### src/hw/rtl/b32d_pkg.sv
// Shared types and constants for the Base32 symbol decoder.
// Depends on nothing; b32d_core and base32_symbol_decoder import it.
`default_nettype none

package b32d_pkg;

   localparam int CHAR_W = 8;              // width of one input character
   localparam int SYM_W  = 5;              // width of one Base32 symbol
   localparam int BYTE_W = 8;              // width of one decoded byte
   localparam int HELD_W = 3;              // pending bit count, 0..7 between beats
   localparam int KEEP_W = BYTE_W - 1;     // buffer bits that can still be pending

   // Alphabet choice held in the configuration register.
   typedef enum logic [0:0] {
      ALPHA_STD    = 1'b0,                 // A-Z then 2-7
      ALPHA_LEGACY = 1'b1                  // A-Z without I and O, then 2-9
   } alphabet_type;

   // One result beat as produced by the decode core.
   typedef struct packed {
      logic              byte_valid;
      logic [BYTE_W-1:0] byte_out;
      logic              char_skipped;
      logic              string_end;
   } result_type;

endpackage

`default_nettype wire

### src/hw/rtl/b32d_core.sv
// Decode core: character to symbol lookup, bit buffer and byte extraction.
// Depends on b32d_pkg.
`default_nettype none

module b32d_core (
   input  wire logic                         clock,
   input  wire logic                         reset,
   input  wire logic                         advance,      // consume the presented character
   input  wire logic [b32d_pkg::CHAR_W-1:0]  char_in,
   input  wire logic                         last_char,
   input  wire b32d_pkg::alphabet_type       alphabet,
   output b32d_pkg::result_type              result
);
   import b32d_pkg::*;

   typedef struct packed {
      logic             hit;
      logic [SYM_W-1:0] sym;
   } lookup_type;

   // Reverse lookup of one character in the selected alphabet.
   function automatic lookup_type symbol_of(input logic [CHAR_W-1:0] c_raw,
                                            input alphabet_type sel);
      logic [CHAR_W-1:0] c;
      logic [CHAR_W-1:0] diff;
      lookup_type        res;
      c        = c_raw;
      diff     = '0;
      res.hit  = 1'b0;
      res.sym  = '0;
      // Fold lower case onto upper case.
      if (c inside {[8'h61:8'h7A]}) begin
         c = c - 8'h20;
      end
      case (sel)
         ALPHA_STD: begin
            if (c inside {[8'h41:8'h5A]}) begin
               diff    = c - 8'h41;
               res.hit = 1'b1;
            end else if (c inside {[8'h32:8'h37]}) begin
               diff    = c - 8'h18;
               res.hit = 1'b1;
            end
         end
         ALPHA_LEGACY: begin
            if (c inside {[8'h41:8'h48]}) begin
               diff    = c - 8'h41;
               res.hit = 1'b1;
            end else if (c inside {[8'h4A:8'h4E]}) begin
               diff    = c - 8'h42;
               res.hit = 1'b1;
            end else if (c inside {[8'h50:8'h5A]}) begin
               diff    = c - 8'h43;
               res.hit = 1'b1;
            end else if (c inside {[8'h32:8'h39]}) begin
               diff    = c - 8'h1A;
               res.hit = 1'b1;
            end
         end
         default: begin
            res.hit = 1'b0;
         end
      endcase
      res.sym = diff[SYM_W-1:0];
      return res;
   endfunction

   logic [KEEP_W-1:0]       buf_ff,  buf_in;
   logic [HELD_W-1:0]       held_ff, held_in;

   lookup_type              look;
   logic [KEEP_W+SYM_W-1:0] merged;
   logic [HELD_W:0]         held_sum;
   logic [HELD_W:0]         shift;
   logic [KEEP_W+SYM_W-1:0] shifted;
   logic                    full;

   always_comb begin
      look     = symbol_of(char_in, alphabet);
      merged   = {buf_ff, look.sym};
      held_sum = {1'b0, held_ff} + (HELD_W+1)'(SYM_W);
      full     = (held_sum >= (HELD_W+1)'(BYTE_W));
      shift    = held_sum - (HELD_W+1)'(BYTE_W);
      shifted  = merged >> shift;

      result.byte_valid   = look.hit && full;
      result.byte_out     = (look.hit && full) ? shifted[BYTE_W-1:0] : '0;
      result.char_skipped = !look.hit;
      result.string_end   = last_char;

      buf_in  = buf_ff;
      held_in = held_ff;
      if (look.hit) begin
         buf_in  = merged[KEEP_W-1:0];
         held_in = full ? shift[HELD_W-1:0] : held_sum[HELD_W-1:0];
      end
      if (last_char) begin
         buf_in  = '0;
         held_in = '0;
      end
   end

   always_ff @(posedge clock) begin
      if (reset) begin
         buf_ff  <= '0;
         held_ff <= '0;
      end else if (advance) begin
         buf_ff  <= buf_in;
         held_ff <= held_in;
      end
   end

endmodule

`default_nettype wire

### src/hw/rtl/base32_symbol_decoder.sv
// Top level of the Base32 symbol decoder: input register, decode core and
// result register with stream handshakes. Depends on b32d_pkg and b32d_core.
//
//   Port group   Direction  Beat contents
//   req_*        in         one character (tdata) and end-of-string mark (tlast)
//   rsp_*        out        decoded byte (tdata), byte/skip flags (tuser), tlast echo
//   csr_*        in         alphabet select write, no read-back
//
// Every character yields exactly one result beat. A character enters the
// input register, and its result then goes into the result register. One
// character is taken per cycle while the result side keeps up. The bit
// buffer in the decode core advances as the character moves from the
// input register into the result register. Reset is synchronous and
// clears the valid flags, the bit buffer and the alphabet select
// (standard alphabet). When rsp_tready is low and the result register is
// full, both registers hold, and req_tready drops once the input register
// is also occupied.
`default_nettype none

module base32_symbol_decoder (
   input  wire logic                         clock,
   input  wire logic                         reset,

   input  wire logic                         req_tvalid,
   output logic                              req_tready,
   input  wire logic [b32d_pkg::CHAR_W-1:0]  req_tdata,   // [7:0] char_in
   input  wire logic                         req_tlast,   // last_char

   output logic                              rsp_tvalid,
   input  wire logic                         rsp_tready,
   output logic [b32d_pkg::BYTE_W-1:0]       rsp_tdata,   // [7:0] byte_out
   output logic [1:0]                        rsp_tuser,   // [0] byte_valid, [1] char_skipped
   output logic                              rsp_tlast,   // string_end

   input  wire logic                         csr_we,
   input  wire logic                         csr_wdata    // alphabet_select
);
   import b32d_pkg::*;

   alphabet_type       alpha_ff;

   logic               in_valid_ff;
   logic [CHAR_W-1:0]  in_char_ff;
   logic               in_last_ff;

   logic               out_valid_ff;
   result_type         out_ff;

   result_type         core_result;
   logic               out_free;
   logic               advance;
   logic               req_fire;

   // The result register can take a new beat when empty or being drained.
   assign out_free   = !out_valid_ff || rsp_tready;
   assign advance    = in_valid_ff && out_free;
   assign req_tready = !in_valid_ff || out_free;
   assign req_fire   = req_tvalid && req_tready;

   b32d_core u_core (
      .clock     (clock),
      .reset     (reset),
      .advance   (advance),
      .char_in   (in_char_ff),
      .last_char (in_last_ff),
      .alphabet  (alpha_ff),
      .result    (core_result)
   );

   // Configuration register.
   always_ff @(posedge clock) begin
      if (reset) begin
         alpha_ff <= ALPHA_STD;
      end else if (csr_we) begin
         alpha_ff <= alphabet_type'(csr_wdata);
      end
   end

   // Input register: loads on every accepted beat, empties when it advances.
   always_ff @(posedge clock) begin
      if (reset) begin
         in_valid_ff <= 1'b0;
      end else if (req_fire) begin
         in_valid_ff <= 1'b1;
      end else if (advance) begin
         in_valid_ff <= 1'b0;
      end
   end

   always_ff @(posedge clock) begin
      if (req_fire) begin
         in_char_ff <= req_tdata;
         in_last_ff <= req_tlast;
      end
   end

   // Result register.
   always_ff @(posedge clock) begin
      if (reset) begin
         out_valid_ff <= 1'b0;
      end else if (out_free) begin
         out_valid_ff <= in_valid_ff;
      end
   end

   always_ff @(posedge clock) begin
      if (advance) begin
         out_ff <= core_result;
      end
   end

   assign rsp_tvalid = out_valid_ff;
   assign rsp_tdata  = out_ff.byte_out;
   assign rsp_tuser  = {out_ff.char_skipped, out_ff.byte_valid};
   assign rsp_tlast  = out_ff.string_end;

   // A skipped character never completes a byte.
   a_skip_no_byte: assert property (@(posedge clock) disable iff (reset)
      rsp_tvalid |-> !(rsp_tuser[0] && rsp_tuser[1]))
      else $error("result flags both a byte and a skipped character");

   // The byte field is zero whenever no byte was completed.
   a_byte_zero: assert property (@(posedge clock) disable iff (reset)
      (rsp_tvalid && !rsp_tuser[0]) |-> (rsp_tdata == '0))
      else $error("nonzero byte without byte_valid");

   // A character waiting on a stalled result register stays put.
   a_input_hold: assert property (@(posedge clock) disable iff (reset)
      (in_valid_ff && !advance) |=> (in_valid_ff && $stable(in_char_ff)
                                     && $stable(in_last_ff)))
      else $error("input register changed while stalled");

   // An advancing character always lands in the result register.
   a_advance_lands: assert property (@(posedge clock) disable iff (reset)
      advance |=> out_valid_ff)
      else $error("advanced character produced no result beat");

endmodule

`default_nettype wire

### config.mk
export PLATFORM = sky130hd
export DESIGN_NAME = base32_symbol_decoder
export DESIGN_NICKNAME = d
export VERILOG_FILES = /design/src/hw/rtl/b32d_pkg.sv /design/src/hw/rtl/b32d_core.sv /design/src/hw/rtl/base32_symbol_decoder.sv
export SDC_FILE = /design/constraint.sdc
export NUM_CORES = 1
export LEC_CHECK = 0
export ABC_AREA = 1
export CAP_MARGIN = 10
export CORE_ASPECT_RATIO = 0.8
export CORE_MARGIN = 5
export CORE_UTILIZATION = 58
export CTS_CLUSTER_SIZE = 30
export DETAILED_ROUTE_END_ITERATION = 8
export DONT_BUFFER_PORTS = 1
export PLACE_DENSITY_LB_ADDON = 0.2
export SETUP_SLACK_MARGIN = 0.05
export SLEW_MARGIN = 10
export SYNTH_ARGS = -nofsm -noshare
export SYNTH_HDL_FRONTEND = slang
export SYNTH_HIERARCHICAL = 1
export SYNTH_SLANG_ARGS = --single-unit
### constraint.sdc
create_clock -name clock -period 2.53 [get_ports clock]
set_input_delay 0.506 -clock clock [delete_from_list [all_inputs] [get_ports clock]]
set_output_delay 0.506 -clock clock [all_outputs]
set_load 0.05 [all_outputs]
==> results.json, run 1 <==
{
  "run_status": "finished, violations left",
  "failed_checks": "negative setup slack",
  "post_synth_fa_ha_maj_area_fraction": 0.0610,
  "timing.critical_path.required_ns": 2.68,
  "initial_utilization": 0.591,
  "synthTopCellsByCount": "nand2_1 (90), inv_1 (33), nand3_1 (28)",
  "worstPathMaxFanout": 5,
  "wire_per_inst_um": 15.1,
  "synth_enable_flop_cells": 20,
  "clock_sink_count": 33,
  "synth_area_per_cell_um2": 7.89,
  "clockPowerShare": 0.313,
  "io_pins": 28,
  "grtUsageTotal": 0.222,
  "async_reset_ff_frac": 0,
  "worstSetupEndpointType": "register",
  "vias": 2484,
  "total_leakage_power_nw": 1.43,
  "synth_compound_gate_area_share": 0.142,
  "max-vdd-ir-drop_uv": 473,
  "synth_simple_gate_area_share": 0.369,
  "yosys.cell_types.count": 44,
  "cts_made_buffers": 5,
  "multi_input_logic_area_mm2": 0.00179,
  "ys_seq_area_frac": 0.323,
  "drv_slew": 0,
  "power_frac_comb": 0.279,
  "hold_viol_final": 0,
  "crit_type": "register to register",
  "worst_slack_ns": -0.164,
  "worstPathArrival_ns": 2.84,
  "clock.fmax_mhz": 371,
  "largest_family_of_logic_cells_by_synthesized_area": "simple AND/OR/NAND/NOR gates",
  "yosys-top-cells-area": "edfxtp_1 (23%), nand2_1 (13%), dfxtp_1 (9.8%)",
  "worst_skew_pair.late_latency_ns": 0.29,
  "drt_pass1_iterations": 5,
  "via_per_inst": 5.66,
  "min_path_type": "input port to register",
  "total_power_w": 0.00156,
  "post-synth-top-count-cell": "nand2_1",
  "drtIter0Drc": 261,
  "skew_final_ns": 0.00869,
  "synthToLayoutAreaGrowth_pct": 24.5,
  "overflow": 0,
  "synth_flop_cell": "edfxtp_1",
  "p_seq_frac": 0.408,
  "fillers": 333,
  "vias_in_the_first_global_route": 2295,
  "first_pass_grt_wire_length_um": 10900,
  "final-seq-area_um2": 861,
  "std_cell_rows": 22,
  "cts_hold_buf": 0,
  "synth_top_area_cell": "edfxtp_1",
  "timing.slew.headroom": 0.680,
  "synthCells": 338,
  "drt_drc_violations_left": 0,
  "final_util": 0.736,
  "hpwlAfterDp_um": 4740,
  "die-height_um": 70.7,
  "maxCapViolCount": 0,
  "antenna_cells": 0,
  "dieArea_mm2": 0.00606,
  "coreArea_mm2": 0.00451,
  "syn_nets": 366,
  "final_worst_path_period_share": 1.06,
  "final_antenna_net_count": 0,
  "gp_congestion": 0.943,
  "port-buffer-count": 0,
  "power-per-cell-area_mw_per_mm2": 468,
  "clockRootBuffer": "clkbuf_8",
  "tritoncts_clock_tree": "yes",
  "timing.critical_path.from_type": "register",
  "power_switching_share": 0.333,
  "finalSetupViolations": 14,
  "final_layout_size_suffix_gt1_frac": 0.391,
  "clk_path_buf_depth": 2,
  "synthesis.area_mm2": 0.00267,
  "ys.warnings.count": 6,
  "h-tree-depth": 2,
  "switchingPower_w": 0.000518,
  "cts.clk_slew.worst_paths_ns": 0.08,
  "maximum_number_of_pins_on_one_net_before_global_route_repair": 17,
  "synth-xor-area-share": 0.0263,
  "synth_largest_type_area_fraction": 0.225,
  "routed_wl_um": 6630,
  "max_slew.worst_pin.slew_ns": 0.481,
  "initial_antenna_violation_count": 0,
  "unrepaired_setup_endpoints_after_global_routing": "true",
  "portion_of_netlist_area_occupied_by_mux_cells": 0,
  "regToRegSetupSlack_ns": -0.16,
  "period_minus_slack_ns": 2.69,
  "layout.nets": 406,
  "synth_seq_cells": 33,
  "internal_power_w": 0.00104,
  "die_w_um": 85.8
}
==> worst max-delay path, cell delays in order (launching register included) <==
cell      delay [ns]
edfxtp_1        0.42
buf_4           0.17
ha_4            0.16
inv_2           0.07
nand4_4         0.11
nand3_4         0.12
nand2_4         0.06
buf_4           0.14
nor3_4          0.31
nand3_4         0.15
o211ai_1        0.27
nand2_2         0.12
nand2_2         0.09
nand3_1         0.10
nand3_1         0.10
nand2_1         0.06
a21oi_2         0.10
==> power groups by stage <==
stage               sequential (W)  clock (W)  combinational, W
finish                    0.000635   0.000486          0.000434
global route              0.000637   0.000532          0.000470
CTS                       0.000635   0.000494          0.000398
detailed placement        0.000648          0          0.000364
global placement          0.000647          0          0.000361
floorplan                 0.000650          0          0.000264
==> state kept, by name (all words and copies together) (netlist names) <==
register	flops
rsp_tlast	1
rsp_tuser	2
in_valid_ff	1
u_core/held_ff	3
in_last_ff	1
alpha_ff	1
rsp_tdata	8
u_core/buf_ff	7
rsp_tvalid	1
in_char_ff	8
==> cells by family after synthesis <==
group                      after synthesis
buffers and inverters                   50
xor gates and xnor gates                 8
DFF                                     33
and+or+nand+nor                        177
adders and majority gates               13
AOI/OAI and AO/OA                       57
==> through the flow <==
stage	std cells	setup slack [ns]	hold slack, ns	cell area [um2]	TNS (ns)
4_1_cts	439	-0.0861	0.261	3230	-0.330
3_5_place_dp	421	-0.208	0.451	2960	-2.39
5_1_grt	439	-0.297	0.254	3320	-3.47
6_report	439	-0.164	0.271	3320	-1.02
3_3_place_gp	421	-0.151	0.445	2960	-0.833
2_1_floorplan	338	0.0122	0.452	2700	0
==> final cells by class <==
cell class	instances	share of cell area
clock inverter	1	0.00188
multi-input combinational	256	0.539
timing repair buffer	41	0.0964
tap	60	0.0226
inverter	41	0.0486
sequential	33	0.259
clock buffer	7	0.0324
==> repair_timing <==
action,in CTS,in global routing
resized for setup,15,24
cloned,1,0
setup endpoints to repair,19,19
setup buffers,9,0
pin swaps,13,14
==> final timing paths <==
check / startpoint / endpoint / cells after the start
worst min register to register: in_last_ff$_DFFE_PP_ / rsp_tlast$_DFFE_PP_ / 0
worst min-delay path: reset / u_core/buf_ff[2]$_SDFFE_PP0P_ / 1
worst max-delay path: in_char_ff[0]$_DFFE_PP_ / rsp_tdata[0]$_DFFE_PP_ / 16
worst max register to register: in_char_ff[0]$_DFFE_PP_ / rsp_tdata[0]$_DFFE_PP_ / 16
==> layout by cell type, fill, tap and decap left out, types with 2 or more instances in the layout <==
cell,count
a211oi_2,4
a21oi_1,13
a21oi_2,16
a31oi_1,2
buf_4,40
clkbuf_8,6
dfxtp_1,13
edfxtp_1,20
ha_1,10
ha_4,2
inv_1,30
inv_2,9
inv_4,2
nand2_1,75
nand2_2,24
nand2_4,13
nand3_1,23
nand3_2,8
nand3_4,3
nand3b_1,2
nand4_1,6
nor2_1,9
nor2_2,2
nor2_4,5
nor2_8,2
o211ai_1,2
o21ai_0,11
xnor2_1,3
xor2_1,5
==> routing by layer <==
| metal | track usage | share of wire |
|---|---|---|
| met1 | 0.334 | 0.46 |
| met4 | 0.0510 | 0.018 |
| met3 | 0.0570 | 0.090 |
| met5 | 0 | 0 |
| met2 | 0.317 | 0.43 |
(Power assumes the default switching activity.)
==> inputs of run 2 (changes only) <==
--- a/config.mk
+++ b/config.mk
@@ -13,6 +13,7 @@
 export CTS_CLUSTER_SIZE = 30
 export DETAILED_ROUTE_END_ITERATION = 8
 export DONT_BUFFER_PORTS = 1
+export GPL_TIMING_DRIVEN = 0
 export PLACE_DENSITY_LB_ADDON = 0.2
 export SETUP_SLACK_MARGIN = 0.05
 export SLEW_MARGIN = 10
==> run 2 against run 1 <==
Net effect:
- die area stayed put
- fmax is 1.7% lower
- the flow still finishes with violations (negative setup slack)
- total power is 0.97% lower
- non-clock buffer count is 9 lower
- cell count is 2.1% lower
- count of clock-buffer cells in the layout is 1 lower
- worst hold slack better by 0.0092 ns
- highest routed layer unchanged
- critical endpoint unchanged
==> results.json, run 2 (same netlist as run 1, synthesis figures left out) <==
{
  "route.met2.wl_um": 2930,
  "drv_slew": 0,
  "hpwlAfterDp_um": 4550,
  "cts_hold_buf": 0,
  "worstPathArrival_ns": 2.88,
  "min_path_type": "input port to register",
  "initial_antenna_violation_count": 0,
  "clock_sink_count": 33,
  "antenna_cells": 0,
  "finalSetupViolations": 19,
  "switchingPower_w": 0.000502,
  "worst_skew_pair.late_latency_ns": 0.28,
  "std_cell_rows": 22,
  "gp_congestion": 0.931,
  "dpl-instance-area_mm2": 0.00279,
  "coreArea_mm2": 0.00451,
  "setup_tns_ns": -1.98,
  "clockPowerShare": 0.307,
  "wire_per_inst_um": 15.3,
  "drt_drc_violations_left": 0,
  "die-height_um": 70.7,
  "period_minus_slack_ns": 2.74,
  "timing.critical_path.from_type": "register",
  "grtUsageTotal": 0.224,
  "p_seq_frac": 0.416,
  "routed_wl_um": 6590,
  "worstPathMaxFanout": 6,
  "drt_pass1_iterations": 4,
  "skew_final_ns": 0.00725,
  "total_leakage_power_nw": 1.39,
  "drtIter0Drc": 316,
  "via_per_inst": 5.71,
  "maximum_number_of_pins_on_one_net_before_global_route_repair": 13,
  "layout.nets": 397,
  "cts.clk_slew.worst_paths_ns": 0.07,
  "route.met3.wl_um": 570,
  "power_switching_share": 0.326,
  "vias": 2456,
  "vias_in_the_first_global_route": 2358,
  "crit_type": "register to register",
  "clockRootBuffer": "clkbuf_8",
  "max_slew.worst_pin.slew_ns": 0.931,
  "tritoncts_clock_tree": "yes",
  "final_cells": 430,
  "clk_path_buf_depth": 2,
  "highest-signal-layer": "met4",
  "synthToLayoutAreaGrowth_pct": 22.9,
  "worst_hold_slack_ns": 0.280,
  "final_antenna_net_count": 0,
  "failed_checks": "negative setup slack",
  "cts_made_buffers": 5,
  "route.layer.met1.wl_um": 3040,
  "die_w_um": 85.8,
  "timing.critical_path.required_ns": 2.67,
  "final_layout_size_suffix_gt1_frac": 0.370,
  "run_status": "finished, violations left",
  "first_pass_grt_wire_length_um": 10900,
  "dieArea_mm2": 0.00606,
  "internal_power_w": 0.00104,
  "io_pins": 28,
  "hold_viol_final": 0,
  "dp.cells": 399,
  "clock.fmax_mhz": 365,
  "final_common_cell": "nand2_1",
  "final_worst_path_period_share": 1.08,
  "worst_slack_ns": -0.209,
  "timing.slew.headroom": 0.375,
  "maxCapViolCount": 0,
  "port-buffer-count": 0,
  "initial_utilization": 0.591,
  "power-per-cell-area_mw_per_mm2": 470,
  "design_area_mm2": 0.00328,
  "final_cell_mix": "nand2_1 (69), nand2_2 (31), inv_1 (30)",
  "h-tree-depth": 2,
  "unrepaired_setup_endpoints_after_global_routing": "true",
  "overflow": 0,
  "max-vdd-ir-drop_uv": 404,
  "worstSetupEndpointType": "register",
  "power_frac_comb": 0.277
}
-- run 2: power groups by stage --
stage          registers (W)  clock network [W]  logic, W
4_1_cts             0.000640           0.000480  0.000396
2_1_floorplan       0.000650                  0  0.000264
6_report            0.000641           0.000472  0.000427
3_5_place_dp        0.000657                  0  0.000326
3_3_place_gp        0.000656                  0  0.000319
5_1_grt             0.000644           0.000520  0.000464
-- run 2: routing by layer --
| layer | vias to the layer above | global-route usage |
|---|---|---|
| met4 | 0 | 0.0422 |
| li1 | 1197 | - |
| met1 | 1134 | 0.326 |
| met3 | 6 | 0.0536 |
| met2 | 119 | 0.341 |
| met5 | - | 0 |
-- run 2: critical path, cell delays in order (launching register included) --
cell and delay [ns]:
edfxtp_1 0.44, buf_6 0.15, ha_4 0.16, inv_4 0.06, nand4_4 0.11, nand4_1 0.17, nand2_4 0.12, o21ai_2 0.26
nand3_1 0.19, nand2_4 0.15, a21oi_1 0.08, a21oi_1 0.25, nand2_1 0.12, nand3_2 0.11, nand2_2 0.07, a21oi_2 0.14
-- run 2: path summary, 6_finish.rpt --
path	startpoint	depth (start not counted)	slack (ns)	to
worst max-delay path	in_char_ff[0]$_DFFE_PP_	15	-0.21	rsp_tdata[0]$_DFFE_PP_
worst min-delay path	reset	1	0.28	in_valid_ff$_SDFFE_PP0P_
worst max register to register	in_char_ff[0]$_DFFE_PP_	15	-0.21	rsp_tdata[0]$_DFFE_PP_
worst min register to register	u_core/buf_ff[5]$_SDFFE_PP0P_	2	0.49	u_core/buf_ff[5]$_SDFFE_PP0P_
-- run 2: metrics by stage --
stage | setup WS (ns) | power (W) | utilization
2_1_floorplan | 0.0122 | 0.000914 | -
3_3_place_gp | -0.383 | 0.000974 | 0.615
3_5_place_dp | -0.438 | 0.000982 | 0.618
4_1_cts | -0.0823 | 0.00152 | 0.711
5_1_grt | -0.385 | 0.00163 | 0.726
6_report | -0.209 | 0.00154 | 0.726
-- run 2: cell type report --
type                            count  area [um2]
Inverter                           41         166
Clock buffer                        6        72.6
Timing Repair Buffer               23         195
Sequential cell                    33         861
Tap cell                           60        75.1
Timing Repair inverter              1        6.26
Fill cell                         338        1230
Multi-Input combinational cell    255        1810
Buffer                              9        56.3
Clock inverter                      2        33.8
-- run 2: what timing repair did --
action,in CTS,in global routing
resized for setup,45,10
setup buffers,18,4
gates cloned,1,0
endpoints found under the hold margin,0,0
setup endpoints to repair,20,20
pin swaps,31,14
==> inputs of run 3 (changes only) <==
--- a/config.mk
+++ b/config.mk
@@ -5,7 +5,6 @@
 export SDC_FILE = /design/constraint.sdc
 export NUM_CORES = 1
 export LEC_CHECK = 0
-export ABC_AREA = 1
 export CAP_MARGIN = 10
 export CORE_ASPECT_RATIO = 0.8
 export CORE_MARGIN = 5
==> run 3 against run 2 <==
Net effect:
- the run still ends with negative setup slack left
- non-clock buffer count up 16
- critical path depth down 2
- sequential share of layout area is 1.3 points lower
- first-iteration DRC count up 31%
- global-route usage increased by 2.4 points
- register-to-register slack lost 0.85 ns
- synthesized cell count decreased by 12%
- largest cell class unchanged
- highest routed layer unchanged
==> results.json, run 3 <==
{
  "std_cell_rows": 22,
  "final_antenna_net_count": 0,
  "die_w_um": 85.9,
  "setup.worst_path.end": "rsp_tdata[0]$_DFFE_PP_",
  "timing.reg2reg.worst_path_depth": 13,
  "io_pins": 28,
  "period_minus_slack_ns": 3.59,
  "initial_antenna_violation_count": 0,
  "syn_nets": 326,
  "synth_area_per_cell_um2": 8.97,
  "die-height_um": 70.7,
  "yosys.cell_types.count": 77,
  "ys.warnings.count": 6,
  "crit_type": "register to register",
  "post-synth-top-count-cell": "a21oi_1",
  "h-tree-depth": 2,
  "synthToLayoutAreaGrowth_pct": 29.3,
  "synth_seq_cells": 33,
  "dieArea_mm2": 0.00607,
  "tritoncts_clock_tree": "yes",
  "worst_skew_pair.late_latency_ns": 0.29,
  "wire_per_inst_um": 19.6,
  "dpl-instance-area_mm2": 0.00280,
  "rr_startpoint": "in_char_ff[0]$_DFFE_PP_",
  "finalSetupViolations": 20,
  "yosys-top-cells-area": "edfxtp_1 (22%), dfxtp_1 (9.7%), ha_1 (6.1%)",
  "final_cell_mix": "nor2_1 (25), a21oi_1 (23), nand2_1 (21)",
  "total_leakage_power_nw": 1.28,
  "vias_in_the_first_global_route": 2411,
  "vias": 2727,
  "timing.critical_path.required_ns": 2.66,
  "start_point_of_the_critical_path": "in_char_ff[0]$_DFFE_PP_",
  "max-vdd-ir-drop_uv": 431,
  "cts_hold_buf": 0,
  "clockRootBuffer": "clkbuf_8",
  "run_status": "finished, violations left",
  "design_area_mm2": 0.00345,
  "clk_path_buf_depth": 2,
  "timing.slew.headroom": 0.467,
  "synth_largest_type_area_fraction": 0.225,
  "route.layer.met1.wl_um": 3320,
  "hpwlAfterDp_um": 4780,
  "synthesis.area_mm2": 0.00267,
  "hold_viol_final": 0,
  "synth_enable_flop_cells": 20,
  "drtIter0Drc": 413,
  "final_worst_path_period_share": 1.42,
  "async_reset_ff_frac": 0,
  "route.met2.wl_um": 3350,
  "cts.clk_slew.worst_paths_ns": 0.08,
  "drt_drc_violations_left": 0,
  "power-per-cell-area_mw_per_mm2": 443,
  "highest-signal-layer": "met4",
  "synthCells": 298,
  "synthTopCellsByCount": "a21oi_1 (28), nor2_1 (25), nand2_1 (24)",
  "grtUsageTotal": 0.247,
  "setup_tns_ns": -15.34,
  "ys_seq_area_frac": 0.322,
  "synth_top_area_cell": "edfxtp_1",
  "cts_made_buffers": 5,
  "worstSetupEndpointType": "register",
  "regToRegSetupSlack_ns": -1.06,
  "layout.nets": 365,
  "max_slew.worst_pin.slew_ns": 0.793,
  "min_path_type": "input port to register",
  "synth_flop_cell": "edfxtp_1",
  "worst_hold_slack_ns": 0.277,
  "gp_congestion": 0.950,
  "routed_wl_um": 7820,
  "overflow": 0,
  "skew_final_ns": 0.00933,
  "drv_slew": 0,
  "timing.critical_path.from_type": "register",
  "final_util": 0.765,
  "worstPathMaxFanout": 4,
  "maxCapViolCount": 0,
  "clock.fmax_mhz": 279,
  "port-buffer-count": 0,
  "initial_utilization": 0.592,
  "final_common_cell": "nor2_1",
  "final_layout_size_suffix_gt1_frac": 0.311,
  "worst_slack_ns": -1.06,
  "clock_sink_count": 33,
  "maximum_number_of_pins_on_one_net_before_global_route_repair": 15,
  "unrepaired_setup_endpoints_after_global_routing": "true",
  "drt_pass1_iterations": 5,
  "first_pass_grt_wire_length_um": 12100,
  "critical_path.reg2reg.endpoint": "rsp_tdata[0]$_DFFE_PP_",
  "total_power_w": 0.00153,
  "antenna_cells": 0,
  "coreArea_mm2": 0.00451,
  "route.met3.wl_um": 1010,
  "worstPathArrival_ns": 3.72,
  "via_per_inst": 6.85,
  "fillers": 295,
  "failed_checks": "negative setup slack"
}
==> run 3: changes by cell type after synthesis, sizes merged, moves of 6 or more <==
cell   previous run  this run
nand2           112        24
nand3            34         4
inv              41        17
nor3              2        11
mux2i             0         8
nor2             18        26
and2              0         6
o31a              0         6
==> run 3: worst min-delay path by stage <==
stage                                    end  cells past startpoint  slack (ns)                          start
2_1_floorplan  u_core/buf_ff[2]$_SDFFE_PP0P_                      2        0.45  u_core/buf_ff[2]$_SDFFE_PP0P_
3_3_place_gp   u_core/buf_ff[2]$_SDFFE_PP0P_                      2        0.48  u_core/buf_ff[2]$_SDFFE_PP0P_
3_5_place_dp   u_core/buf_ff[2]$_SDFFE_PP0P_                      2        0.48  u_core/buf_ff[2]$_SDFFE_PP0P_
4_1_cts             in_valid_ff$_SDFFE_PP0P_                      1        0.27                          reset
5_1_grt             in_valid_ff$_SDFFE_PP0P_                      1        0.26                          reset
6_report            in_valid_ff$_SDFFE_PP0P_                      1        0.28                          reset
==> run 3: cell families after synthesis <==
| family | count (synthesis) | synth area share |
|---|---|---|
| AOI/OAI and AO/OA | 103 | 0.301 |
| xor gates and xnor gates | 7 | 0.0229 |
| adders and majority gates | 13 | 0.0609 |
| buffers and inverters | 34 | 0.0515 |
| DFF | 33 | 0.322 |
| muxes | 10 | 0.0426 |
| and+or+nand+nor | 98 | 0.199 |
==> run 3: layout make-up <==
cell class,count,area (um2),area share
Multi-Input combinational cell,231,1950,0.564
Buffer,16,93.8,0.0272
Clock inverter,1,5.00,0.00145
Tap cell,60,75.1,0.0217
Inverter,18,75.1,0.0217
Timing Repair Buffer,32,300,0.0869
Clock buffer,7,97.6,0.0283
Sequential cell,33,861,0.249
==> run 3: metal layers <==
metal / track usage / up-vias
met3: 0.0757 / 21
li1: - / 1210
met2: 0.336 / 217
met5: 0 / -
met1: 0.387 / 1279
met4: 0.0387 / 0
==> run 3: report_power, final <==
part	total (W)	internal (W)	switching (W)
sequential	0.000628	0.000592	0.0000369
clock	0.000455	0.000253	0.000203
combinational	0.000447	0.000183	0.000264
total	0.00153	0.00103	0.000504
==> run 3: metrics by stage <==
stage	cells	worst slack, ns
detailed placement	358	-1.34
finish	398	-1.06
CTS	389	-0.931
floorplan	298	-0.793
global placement	358	-1.32
global route	398	-1.19
==> run 3: repair_timing <==
action,4_1_cts,5_1_grt
gates cloned,0,1
resized for setup,31,31
endpoints found under the hold margin,0,0
pin swaps,15,7
buffers inserted,23,8
setup endpoints to repair,20,20
==> run 3: worst max-delay path: stages, from the launching register on <==
cell and delay (ns):
edfxtp_1 0.42, buf_6 0.15, ha_4 0.16, or4b_4 0.58
nor2_8 0.16, buf_6 0.14, o41ai_4 0.08, a21oi_1 0.36
nand2_1 0.20, o31ai_1 0.27, o31a_1 0.23, nor2_1 0.09
a2111o_1 0.43, a31oi_2 0.16
